`src/hw/rtl/satl_pkg.sv`:
```
// ----------------------------------------------------------------------------
// satl_pkg
// Shared types and constants of the set-associative TLB with recency ranks.
// ----------------------------------------------------------------------------
package satl_pkg;

  localparam int DEF_WAYS             = 4;
  localparam int DEF_SETS             = 16;
  localparam int DEF_PAGE_OFFSET_BITS = 12;
  localparam int DEF_VA_BITS          = 48;

  localparam int REQ_W   = 2;
  localparam int VA_W    = 48;
  localparam int FRAME_W = 36;
  localparam int PA_W    = 48;
  localparam int REC_W   = 3;
  localparam int IN_W    = 88;
  localparam int OUT_W   = 56;

  typedef enum logic [REQ_W-1:0] {
    REQ_TRANSLATE = 2'd0,
    REQ_PEEK      = 2'd1,
    REQ_CLEAR     = 2'd2
  } req_t;

  typedef struct packed {
    logic [PA_W-1:0]  pa;
    logic             hit;
    logic             fault;
    logic [REC_W-1:0] recency;
  } result_t;

endpackage

```
`src/hw/rtl/satl_ram.sv`:
```
// ----------------------------------------------------------------------------
// satl_ram
// Generic single-write, single-read RAM with a registered read port.
// ----------------------------------------------------------------------------
module satl_ram #(
  parameter int WIDTH = 8,
  parameter int DEPTH = 16,
  localparam int AW = (DEPTH > 1) ? $clog2(DEPTH) : 1
) (
  input  logic             clk,
  input  logic             wr_en,
  input  logic [AW-1:0]    wr_addr,
  input  logic [WIDTH-1:0] wr_data,
  input  logic             rd_en,
  input  logic [AW-1:0]    rd_addr,
  output logic [WIDTH-1:0] rd_data
);

  logic [WIDTH-1:0] mem [DEPTH];

  always_ff @(posedge clk) begin
    if (rd_en) begin
      rd_data <= mem[rd_addr];
    end
    if (wr_en) begin
      mem[wr_addr] <= wr_data;
    end
  end

endmodule

```
`src/hw/rtl/satl_lookup.sv`:
```
// ----------------------------------------------------------------------------
// satl_lookup
// Tag match, rank update and victim choice for one set of the TLB.
// ----------------------------------------------------------------------------
module satl_lookup #(
  parameter int WAYS             = satl_pkg::DEF_WAYS,
  parameter int TAG_W            = 32,
  parameter int RANK_W           = 3,
  parameter int PAGE_OFFSET_BITS = satl_pkg::DEF_PAGE_OFFSET_BITS,
  localparam int ENT_W = TAG_W + satl_pkg::FRAME_W + RANK_W,
  localparam int ROW_W = WAYS * ENT_W
) (
  input  logic [satl_pkg::REQ_W-1:0]   req,
  input  logic [TAG_W-1:0]             tag,
  input  logic [PAGE_OFFSET_BITS-1:0]  offset,
  input  logic [satl_pkg::FRAME_W-1:0] ppn,
  input  logic                         walk_fault,
  input  logic [WAYS-1:0]              valid,
  input  logic [ROW_W-1:0]             row,
  output logic [ROW_W-1:0]             row_next,
  output logic [WAYS-1:0]              valid_next,
  output logic                         wr_en,
  output satl_pkg::result_t            res
);

  logic [TAG_W-1:0]             tags   [WAYS];
  logic [satl_pkg::FRAME_W-1:0] frames [WAYS];
  logic [RANK_W-1:0]            ranks  [WAYS];
  logic [WAYS-1:0]              match;
  logic [WAYS-1:0]              hit_oh;
  logic [WAYS-1:0]              free_oh;
  logic [WAYS-1:0]              max_oh;
  logic [WAYS-1:0]              victim_oh;
  logic [RANK_W-1:0]            hit_rank;
  logic [31:0]                  hit_rank32;
  logic [satl_pkg::FRAME_W-1:0] hit_frame;
  logic [satl_pkg::FRAME_W-1:0] pa_frame;
  logic [63:0]                  pa_wide;
  logic                         any_hit;
  logic [RANK_W-1:0]            r;

  always_comb begin
    for (int w = 0; w < WAYS; w++) begin
      ranks[w]  = row[w*ENT_W +: RANK_W];
      frames[w] = row[w*ENT_W + RANK_W +: satl_pkg::FRAME_W];
      tags[w]   = row[w*ENT_W + RANK_W + satl_pkg::FRAME_W +: TAG_W];
      match[w]  = valid[w] && (tags[w] == tag);
    end
    hit_oh  = match & (~match + WAYS'(1));
    free_oh = ~valid & (valid + WAYS'(1));
    // A way is the oldest when no earlier way is as old and no later way is older.
    for (int w = 0; w < WAYS; w++) begin
      max_oh[w] = (ranks[w] != '0);
      for (int j = 0; j < WAYS; j++) begin
        if (j < w && ranks[j] >= ranks[w]) begin
          max_oh[w] = 1'b0;
        end
        if (j > w && ranks[j] > ranks[w]) begin
          max_oh[w] = 1'b0;
        end
      end
    end
    if (|free_oh) begin
      victim_oh = free_oh;
    end else if (|max_oh) begin
      victim_oh = max_oh;
    end else begin
      victim_oh = WAYS'(1);
    end
    hit_rank  = '0;
    hit_frame = '0;
    for (int w = 0; w < WAYS; w++) begin
      if (hit_oh[w]) begin
        hit_rank  = hit_rank | ranks[w];
        hit_frame = hit_frame | frames[w];
      end
    end
    any_hit    = |match;
    hit_rank32 = 32'(hit_rank);
  end

  always_comb begin
    pa_frame = any_hit ? hit_frame : ppn;
    pa_wide  = (64'(pa_frame) << PAGE_OFFSET_BITS) | 64'(offset);
  end

  always_comb begin
    row_next   = row;
    valid_next = valid;
    wr_en      = 1'b0;
    res        = '0;
    r          = '0;
    unique case (req)
      satl_pkg::REQ_TRANSLATE: begin
        if (any_hit) begin
          for (int w = 0; w < WAYS; w++) begin
            r = ranks[w];
            if (valid[w] && ranks[w] < hit_rank) begin
              r = ranks[w] + RANK_W'(1);
            end
            if (hit_oh[w]) begin
              r = RANK_W'(1);
            end
            row_next[w*ENT_W +: RANK_W] = r;
          end
          wr_en   = 1'b1;
          res.hit = 1'b1;
          res.pa  = pa_wide[satl_pkg::PA_W-1:0];
        end else if (walk_fault) begin
          res.fault = 1'b1;
        end else begin
          for (int w = 0; w < WAYS; w++) begin
            r = ranks[w];
            if (valid[w]) begin
              r = (ranks[w] < RANK_W'(WAYS)) ? ranks[w] + RANK_W'(1) : RANK_W'(WAYS);
            end
            if (victim_oh[w]) begin
              r = RANK_W'(1);
              valid_next[w] = 1'b1;
              row_next[w*ENT_W + RANK_W +: satl_pkg::FRAME_W] = ppn;
              row_next[w*ENT_W + RANK_W + satl_pkg::FRAME_W +: TAG_W] = tag;
            end
            row_next[w*ENT_W +: RANK_W] = r;
          end
          wr_en  = 1'b1;
          res.pa = pa_wide[satl_pkg::PA_W-1:0];
        end
      end
      satl_pkg::REQ_PEEK: begin
        if (any_hit) begin
          res.hit     = 1'b1;
          res.recency = hit_rank32[satl_pkg::REC_W-1:0];
        end
      end
      default: begin
      end
    endcase
  end

endmodule

```
`src/hw/rtl/set_assoc_tlb_lru.sv`:
```
// A request is taken into an input stage register, looked up and updated there,
// and its result is loaded into the output register when that stage fires.
// Throughput: one request per cycle when not stalled; the set row read from RAM is
// bypassed by the row written in the previous cycle when both name the same set.
// Reset clears all valid bits at once; tag, frame and rank storage is not reset.
// ----------------------------------------------------------------------------
// set_assoc_tlb_lru
// Set-associative TLB with per-way recency ranks, fill on a non-faulting miss, peek and clear.
// ----------------------------------------------------------------------------
module set_assoc_tlb_lru #(
  parameter int WAYS             = satl_pkg::DEF_WAYS,
  parameter int SETS             = satl_pkg::DEF_SETS,
  parameter int PAGE_OFFSET_BITS = satl_pkg::DEF_PAGE_OFFSET_BITS,
  parameter int VA_BITS          = satl_pkg::DEF_VA_BITS
) (
  input  logic                        clk,
  input  logic                        rst,
  input  logic                        s_tvalid,
  output logic                        s_tready,
  // va [47:0], walk_ppn [83:48], walk_fault [84], zero fill [87:85]
  input  logic [satl_pkg::IN_W-1:0]   s_tdata,
  // req_type [1:0]
  input  logic [satl_pkg::REQ_W-1:0]  s_tuser,
  output logic                        m_tvalid,
  input  logic                        m_tready,
  // pa [47:0], hit [48], fault [49], recency [52:50], zero fill [55:53]
  output logic [satl_pkg::OUT_W-1:0]  m_tdata
);

  localparam int SET_BITS = $clog2(SETS + 1) - 1;
  localparam int NSETS    = 1 << SET_BITS;
  localparam int IDX_W    = (SET_BITS > 0) ? SET_BITS : 1;
  localparam int VA_EFF   = (VA_BITS < satl_pkg::VA_W) ? VA_BITS : satl_pkg::VA_W;
  localparam int TAG_RAW  = VA_EFF - PAGE_OFFSET_BITS - SET_BITS;
  localparam int TAG_W    = (TAG_RAW > 0) ? TAG_RAW : 1;
  localparam int RANK_W   = $clog2(WAYS + 1);
  localparam int ENT_W    = TAG_W + satl_pkg::FRAME_W + RANK_W;
  localparam int ROW_W    = WAYS * ENT_W;
  localparam logic [63:0] VA_MASK = (VA_BITS >= 64) ? '1 : ((64'd1 << VA_BITS) - 64'd1);

  logic [63:0]                  va64;
  logic [63:0]                  vpn64;
  logic [IDX_W-1:0]             in_idx;
  logic [TAG_W-1:0]             in_tag;
  logic [PAGE_OFFSET_BITS-1:0]  in_off;
  logic                         in_fire;

  logic                         s1_valid;
  logic                         s1_fire;
  logic [satl_pkg::REQ_W-1:0]   s1_req;
  logic [IDX_W-1:0]             s1_idx;
  logic [TAG_W-1:0]             s1_tag;
  logic [PAGE_OFFSET_BITS-1:0]  s1_off;
  logic [satl_pkg::FRAME_W-1:0] s1_ppn;
  logic                         s1_wfault;
  logic                         s1_fwd;

  logic [ROW_W-1:0]             ram_rd;
  logic [ROW_W-1:0]             lw_row;
  logic [ROW_W-1:0]             cur_row;
  logic [ROW_W-1:0]             row_next;
  logic [WAYS-1:0]              valid [NSETS];
  logic [WAYS-1:0]              valid_next;
  logic                         lk_wr;
  logic                         any_valid;
  satl_pkg::result_t            res;

  always_comb begin
    va64    = 64'(s_tdata[satl_pkg::VA_W-1:0]) & VA_MASK;
    vpn64   = va64 >> PAGE_OFFSET_BITS;
    in_idx  = IDX_W'(vpn64 & 64'(NSETS - 1));
    in_tag  = TAG_W'(vpn64 >> SET_BITS);
    in_off  = PAGE_OFFSET_BITS'(va64);
    in_fire = s_tvalid && s_tready;
  end

  assign s1_fire  = s1_valid && (!m_tvalid || m_tready);
  assign s_tready = !s1_valid || s1_fire;
  assign cur_row  = s1_fwd ? lw_row : ram_rd;

  always_ff @(posedge clk) begin
    if (rst) begin
      s1_valid <= 1'b0;
    end else if (s_tready) begin
      s1_valid <= s_tvalid;
    end
  end

  always_ff @(posedge clk) begin
    if (in_fire) begin
      s1_req    <= s_tuser;
      s1_idx    <= in_idx;
      s1_tag    <= in_tag;
      s1_off    <= in_off;
      s1_ppn    <= s_tdata[satl_pkg::VA_W +: satl_pkg::FRAME_W];
      s1_wfault <= s_tdata[satl_pkg::VA_W + satl_pkg::FRAME_W];
      s1_fwd    <= s1_fire && lk_wr && (s1_idx == in_idx);
    end
    if (s1_fire && lk_wr) begin
      lw_row <= row_next;
    end
  end

  satl_ram #(
    .WIDTH (ROW_W),
    .DEPTH (NSETS)
  ) u_ram (
    .clk     (clk),
    .wr_en   (s1_fire && lk_wr),
    .wr_addr (s1_idx),
    .wr_data (row_next),
    .rd_en   (in_fire),
    .rd_addr (in_idx),
    .rd_data (ram_rd)
  );

  satl_lookup #(
    .WAYS             (WAYS),
    .TAG_W            (TAG_W),
    .RANK_W           (RANK_W),
    .PAGE_OFFSET_BITS (PAGE_OFFSET_BITS)
  ) u_lookup (
    .req        (s1_req),
    .tag        (s1_tag),
    .offset     (s1_off),
    .ppn        (s1_ppn),
    .walk_fault (s1_wfault),
    .valid      (valid[s1_idx]),
    .row        (cur_row),
    .row_next   (row_next),
    .valid_next (valid_next),
    .wr_en      (lk_wr),
    .res        (res)
  );

  always_ff @(posedge clk) begin
    if (rst) begin
      for (int s = 0; s < NSETS; s++) begin
        valid[s] <= '0;
      end
    end else if (s1_fire) begin
      if (s1_req == satl_pkg::REQ_CLEAR) begin
        for (int s = 0; s < NSETS; s++) begin
          valid[s] <= '0;
        end
      end else if (lk_wr) begin
        valid[s1_idx] <= valid_next;
      end
    end
  end

  always_ff @(posedge clk) begin
    if (rst) begin
      m_tvalid <= 1'b0;
    end else if (s1_fire) begin
      m_tvalid <= 1'b1;
    end else if (m_tready) begin
      m_tvalid <= 1'b0;
    end
  end

  always_ff @(posedge clk) begin
    if (s1_fire) begin
      m_tdata <= {3'b000, res.recency, res.fault, res.hit, res.pa};
    end
  end

  always_comb begin
    any_valid = 1'b0;
    for (int s = 0; s < NSETS; s++) begin
      any_valid = any_valid | (|valid[s]);
    end
  end

`ifndef SYNTHESIS
  a_hit_onehot: assert property (@(posedge clk) disable iff (rst)
    s1_valid |-> $onehot0(u_lookup.hit_oh))
    else $error("More than one way selected as the hit way.");

  a_clear_empties: assert property (@(posedge clk) disable iff (rst)
    (s1_fire && s1_req == satl_pkg::REQ_CLEAR) |=> !any_valid)
    else $error("Valid ways remain after a clear request.");

  a_hit_fault_excl: assert property (@(posedge clk) disable iff (rst)
    m_tvalid |-> !(m_tdata[48] && m_tdata[49]))
    else $error("Result reports both a hit and a fault.");

  a_recency_hit: assert property (@(posedge clk) disable iff (rst)
    (m_tvalid && m_tdata[52:50] != 3'd0) |-> m_tdata[48])
    else $error("Nonzero recency reported without a hit.");
`endif

endmodule

```
`config.mk`:
```
export PLATFORM = sky130hd
export DESIGN_NAME = set_assoc_tlb_lru
export DESIGN_NICKNAME = d
export VERILOG_FILES = /design/src/hw/rtl/satl_pkg.sv /design/src/hw/rtl/satl_ram.sv /design/src/hw/rtl/satl_lookup.sv /design/src/hw/rtl/set_assoc_tlb_lru.sv
export SDC_FILE = /design/constraint.sdc
export NUM_CORES = 2
export LEC_CHECK = 0
export BUFFER_PORTS_ARGS = -buffer_cell sky130_fd_sc_hd__buf_2
export CAP_MARGIN = 40
export CORE_MARGIN = 1
export CORE_UTILIZATION = 60
export CTS_BUF_LIST = sky130_fd_sc_hd__clkbuf_8 sky130_fd_sc_hd__clkbuf_16
export CTS_CLUSTER_DIAMETER = 80
export DETAILED_ROUTE_END_ITERATION = 16
export PLACE_DENSITY_LB_ADDON = 0.25
export SYNTH_ARGS = -nofsm -noshare
export SYNTH_HDL_FRONTEND = slang
export SYNTH_HIERARCHICAL = 1
export SYNTH_MEMORY_MAX_BITS = 65536
export SYNTH_SLANG_ARGS = --single-unit
```
`constraint.sdc`:
```
create_clock -name clk -period 50.4 [get_ports clk]
set_clock_uncertainty 0.1 [all_clocks]
set_input_delay 0 -clock clk [delete_from_list [all_inputs] [get_ports clk]]
set_output_delay 0 -clock clk [all_outputs]
set_load 0.01 [all_outputs]
```
# After elaboration in Yosys (flattened, before gate mapping)
# Memory sizes are Yosys's and may differ from the RTL's. A register that Yosys moved wholly into a read port is not among the register bits.
# Index checks and enable logic that the tools add are counted.
# word_totals
register_bits	427
latchBits	0
mem_bits_rw	4608
romBits	0
in_bits	94
output_inout_bits	58
word_cells	213
mem_count	2
# mem_list
memory	words	word_bits	rd	rd_ports_with_merged_regs	write_ports	line	text
u_ram.mem	16	284	1	1	1	satl_ram.sv:19	logic [WIDTH-1:0] mem [DEPTH];
valid	16	4	1	1	16	set_assoc_tlb_lru.sv:62	logic [WAYS-1:0] valid [NSETS];
# classes
addsub	6
n_mul	0
n_div	0
magnitude_cmp	20
eq_ne	7
shifts	0
n_mux	107
n_bitwise	28
reduce_logical	29
# ops
operator	count
$mux 284	3
$mux 68	8
$mux 36	5
$eq 32x32->1	4
$or 36x36->36	3
$mux 4	24
$mux 48	2
$mux 3	28
$or 48x12->48	1
$mux 1	37
$ge 3x3->1	6
$gt 3x3->1	6
$or 1x1->1	16
$reduce_or 4->1	4
$add 3x1->3 const B	4
$logic_and 1x1->1	12
$lt 3x3->1	4
$lt 3x3->1 const B	4
$reduce_bool 3->1	4
$or 3x3->3	3
$add 4x1->4 const B	2
$and 4x4->4	2
$not 4->4	2
$reduce_or 5->1	1
10 further kinds	12

# Depth between registers and ports, before layout
# depth
word_depth	19
mapped_depth	21
ltp_nobuf	17

# By module
# The synthesis kept the hierarchy.
# by_module_without_submodules
mod	instances	cells_per_inst	area_per_inst_um2	seq_area_each_um2
satl_ram	1	7362	178800.2	144979.0
set_assoc_tlb_lru	1	1004	19466.2	14804.2
satl_lookup	1	1076	8350.5	0.0

# Least setup slack after synthesis
# Ideal clock, no wire load.
# synth_path
path_kind	flip-flop to flip-flop
startpoint	register s1_fwd
endpoint	memory u_ram/mem[0][0] (netlist name), enable pin
setup_ns	1.277
arrival_time_ns	24.597
required_time_ns	49.023
path_slack_ns	24.426
stages_incl_launch_ff	17
n_path_buf	5
cell_sequence	edfxtp_1 > clkbuf_1 > clkbuf_1 > buf_2 > mux2_2 > xnor2_1 > nand4_1 > nor4_2 > nand4_2 > nand4_1 > o21ai_1 > inv_1 > clkbuf_1 > and3b_1 > buf_4 > or3b_2 > nor3_1
# synth_between
elab_chain_cells	9
word_cells_on_any_way	15
cone_classes	eq/ne: 4; mux: 5; reduce/logical: 6
# synth_rtl
element	line	text
start: declaration	set_assoc_tlb_lru.sv:56	logic s1_fwd;
start signal: assignment	set_assoc_tlb_lru.sv:97	s1_fwd <= s1_fire && lk_wr && (s1_idx == in_idx);
$mux 284	set_assoc_tlb_lru.sv:79	assign cur_row = s1_fwd ? lw_row : ram_rd;
net cur_row[115]	set_assoc_tlb_lru.sv:60	logic [ROW_W-1:0] cur_row;
$eq 32x32->1	satl_lookup.sv:47	match[w] = valid[w] && (tags[w] == tag);
$logic_and 1x1->1	satl_lookup.sv:47	
$reduce_or 4->1	satl_lookup.sv:78	any_hit = |match;
$mux 1	satl_lookup.sv:95	if (any_hit) begin
$mux 1	satl_lookup.sv:93	unique case (req)
net lk_wr	set_assoc_tlb_lru.sv:64	logic lk_wr;
$logic_and 1x1->1	set_assoc_tlb_lru.sv:109	.wr_en (s1_fire && lk_wr),
$mux 1	satl_ram.sv:25	if (wr_en) begin
$mux 1 (not written as such)	satl_ram.sv:26	mem[wr_addr] <= wr_data;
end: declaration	satl_ram.sv:19	
# The timed path passes the listed nets, and every way through them passes these cells.

# Worst setup path after layout
# layout_path
startpoint	register s1_fwd
endpoint	memory u_ram/mem[3][97] (netlist name), enable pin
# Same word-level chain as after synthesis.

==> flow_summary.ini <==
[status]
status = finished, final reports clean

[setup_path]
crit_start = s1_fwd
cp-end-kind = flip-flop
path_class = flip-flop to flip-flop
slowest_stage = buf_4
cp_data_required_time_ns = 50.94
crit_path_end = u_ram/mem[3][97]
cp.arrival_ns = 11.59
critical_path.cell_chain = buf_4 -> buf_4 -> buf_4 -> mux2_2 -> xnor2_1 -> nand4_1 -> nor4_2 -> nand4_4 -> nand4_1 -> buf_4 -> o21ai_1 -> inv_2 -> and3b_4 -> buf_4 -> or3b_2 -> nor2_4 -> buf_4 -> buf_4 -> buf_16 -> buf_4
r2r-start = s1_fwd
path_max_fanout = 47
r2r_end = u_ram/mem[3][97]
ff2ff_setup_slack_ns = 39.35
start_kind = flip-flop
reg2reg_depth = 20
critPathMaxStageDelay_ns = 0.81
cp_common_cell = buf_4

[cells_and_area]
final_cell_mix = edfxtp_1 (5,317), mux4_2 (1,080), mux2_2 (630)
fin_cells = 15080
fill_cells = 20680
drive_above_1_share = 0.2856
synthToLayoutAreaGrowth_pct = 12.58
fin_nets = 10210
layout_commonest_cell = edfxtp_1
stdcell_area_um2 = 232600
postLayoutCoreUtil = 0.6787

[grt]
grt_use_total = 0.3045
grt-busiest-layer = met2
grt_pass1_wl_um = 749600
met2_usage = 0.4840
antenna_found_initial = 33
grt_use_met1 = 0.4265
grt_pass1_vias = 104200
use_met3 = 0.05119
grt_overflow = 0
grt_max_degree = 113

[synthesis]
ys_async_sr_fraction = 0
ys_ff_latch = 5323
yosysSeqAreaShare = 0.7733
syn_avg_cell_area_um2 = 21.88
yosys_warnings = 6
ys_types = 78
syn_inst = 9442
synth_area_um2 = 206600
synth_edf_count = 5317
synthFlopType = edfxtp_1

[sta]
relSlewSlack = 0.1954
setup_slack_ns = 39.35
min_period_over_period = 0.2193
tightest_slew_ns = 1.207
grt_setup_unrepaired = false
period_minus_slack_ns = 11.05
setup_violations = 0
fmax_mhz = 90.49
slew_viol_final = 0
tns_ns = 0
final_hold_viol_count = 0

[die]
die_w_um = 588.8
die_y_um = 588.8
io_pins = 152
fp.dieArea_um2 = 346700
start_util = 0.6029
coreArea_um2 = 342700
row_count = 215

[detailed_routing]
vias = 103300
drc = 0
vias_per_cell = 6.852
first_iter_violations = 13330
final_antenna_net_count = 0
dr.pass1.iters = 8
wl_per_cell_um = 34.93
routed_wl_um = 526600

[placed_design]
port_buffers = 145
gp_congestion = 0.8408
preCtsSetupSlack_ns = 39.43
dp_hpwl_um = 275200
placed_area_um2 = 214300
dp.cells = 13920

[clock_tree]
numCtsBuffers = 526
cts_root_buf = clkbuf_16
post_cts_resized = 0
tritoncts = yes
clk_path_buf_depth = 4
path_clk_slew_ns = 0.06
cts.sinks = 5323
htreeDepth = 6
clock_latency_ns = 1.06
post_cts_buffers = 0

[power]
ir_drop_mv = 0.04542
leakagePower_uw = 0.07435
power-per-cell-area_nw_per_um2 = 39.57

[worst_hold_path]
hold_path.class = primary input to flip-flop

[job]
cap_viol_max_count = 0
## Yosys cell counts (4+ instances only)
master	number	area, µm²
mux4_2	1080	24320
edfxtp_1	5317	159700
nand3_1	35	175.2
buf_6	50	563.0
nand4_1	33	206.5
nor2_1	124	465.5
buf_4	46	345.3
mux2_2	630	7094
xor2_1	17	148.9
buf_2	213	1066
nor4_1	5	31.28
o31ai_1	4	30.03
o22a_1	6	52.55
o221ai_1	33	289.0
nor2b_1	52	325.3
and3_1	5	31.28
clkbuf_1	187	701.9
nor3_1	22	110.1
and2_1	17	106.4
a22oi_1	512	3844
nand2b_1	36	225.2
nor3b_1	4	30.03
inv_1	63	236.5
mux4_1	14	367.9
buf_1	46	172.7
dfxtp_1	6	120.1
o21ai_1	6	30.03
mux2i_1	44	440.4
ha_1	38	475.5
xnor2_1	114	998.5
mux2_4	40	600.6
o21ai_0	157	785.8
o311ai_0	30	262.8
a21oi_1	55	275.3
a221oi_1	27	236.5
nand2_1	305	1145
## logic make-up (layout without fill, tap and decap cells)
kind of cell    after synthesis  after routing  share of synthesized area
simple gates                673            673                    0.01539
other cells                   1             40                 0.00001815
fa+ha+maj                    38             38                   0.002301
flops                      5323           5323                     0.7733
compound gates              861            861                    0.02948
xor+xnor                    131            131                   0.005553
mux                        1808           1808                     0.1589
buf+inv                     607           1646                    0.01505
## per-stage QoR
stage,hold WS [ns],total power [µW]
after floorplan,-0.001131,5386
after global placement,0.07672,5519
after detailed placement,0.07826,5546
after CTS,0.03726,9234
after global routing,0.09906,9431
final,0.1054,9204
## sequential cells by signal, summed over array words and instances, names as in the netlist, named ones only
register and cells:
lw_row 284, m_tdata 53, m_tvalid 1, s1_fwd 1
s1_idx 4, s1_off 12, s1_ppn 36, s1_req 2
s1_tag 32, s1_valid 1, s1_wfault 1, u_ram/mem 4544
u_ram/rd_data 284, valid 64
## layer usage
metal,wire length [µm],part of all wire,vias to the layer above
li1,-,-,40910
met1,193100,0.37,54610
met2,252900,0.48,6748
met3,57110,0.11,1034
met4,23480,0.045,6
met5,51,0.000097,-
## how the worst min path moves through the flow
stage | startpoint | endpoint | slack, ns | cells after the start
6_report | s_tdata[84] | s1_wfault | 0.11 | 3
5_1_grt | s_tdata[12] | s1_idx[0] | 0.1 | 2
4_1_cts | s_tdata[2] | s1_off[2] | 0.04 | 3
3_5_place_dp | s_tdata[2] | s1_off[2] | 0.08 | 1
3_3_place_gp | s_tdata[32] | s1_tag[16] | 0.08 | 1
2_1_floorplan | s_tdata[12] | s1_idx[0] | -0.001 | 0
## critical path: cells and delay by family (launching register included)
family | cells | cell delay (ns)
compound gates | 1 | 0.17
xor+xnor | 1 | 0.42
buf+inv | 10 | 5.07
flops | 1 | 0.33
mux | 1 | 0.41
simple gates | 7 | 3.87
## final cells by class
type,instances,area [µm²],share of cell area
Multi-Input combinational cell,3514,43990,0.1891
Timing Repair Buffer,646,6422,0.02761
Clock inverter,396,2879,0.01238
Sequential cell,5323,159800,0.6869
Tap cell,4557,5702,0.02451
Clock buffer,540,13490,0.05800
Antenna cell,37,92.59,0.0003980
Inverter,64,247.7,0.001065
## where the power goes
| group | switching (µW) | total, µW | internal, µW |
|---|---|---|---|
| registers | 23.6 | 4980 | 4960 |
| logic | 306 | 486 | 181 |
| clock network | 1650 | 3730 | 2080 |
| total | 1980 | 9200 | 7220 |
## what timing repair did
action                     CTS  global route
hold endpoints to repair   379             0
setup endpoints to repair    0             0
hold buffers               179             0
Power figures use the tool's default switching activity.
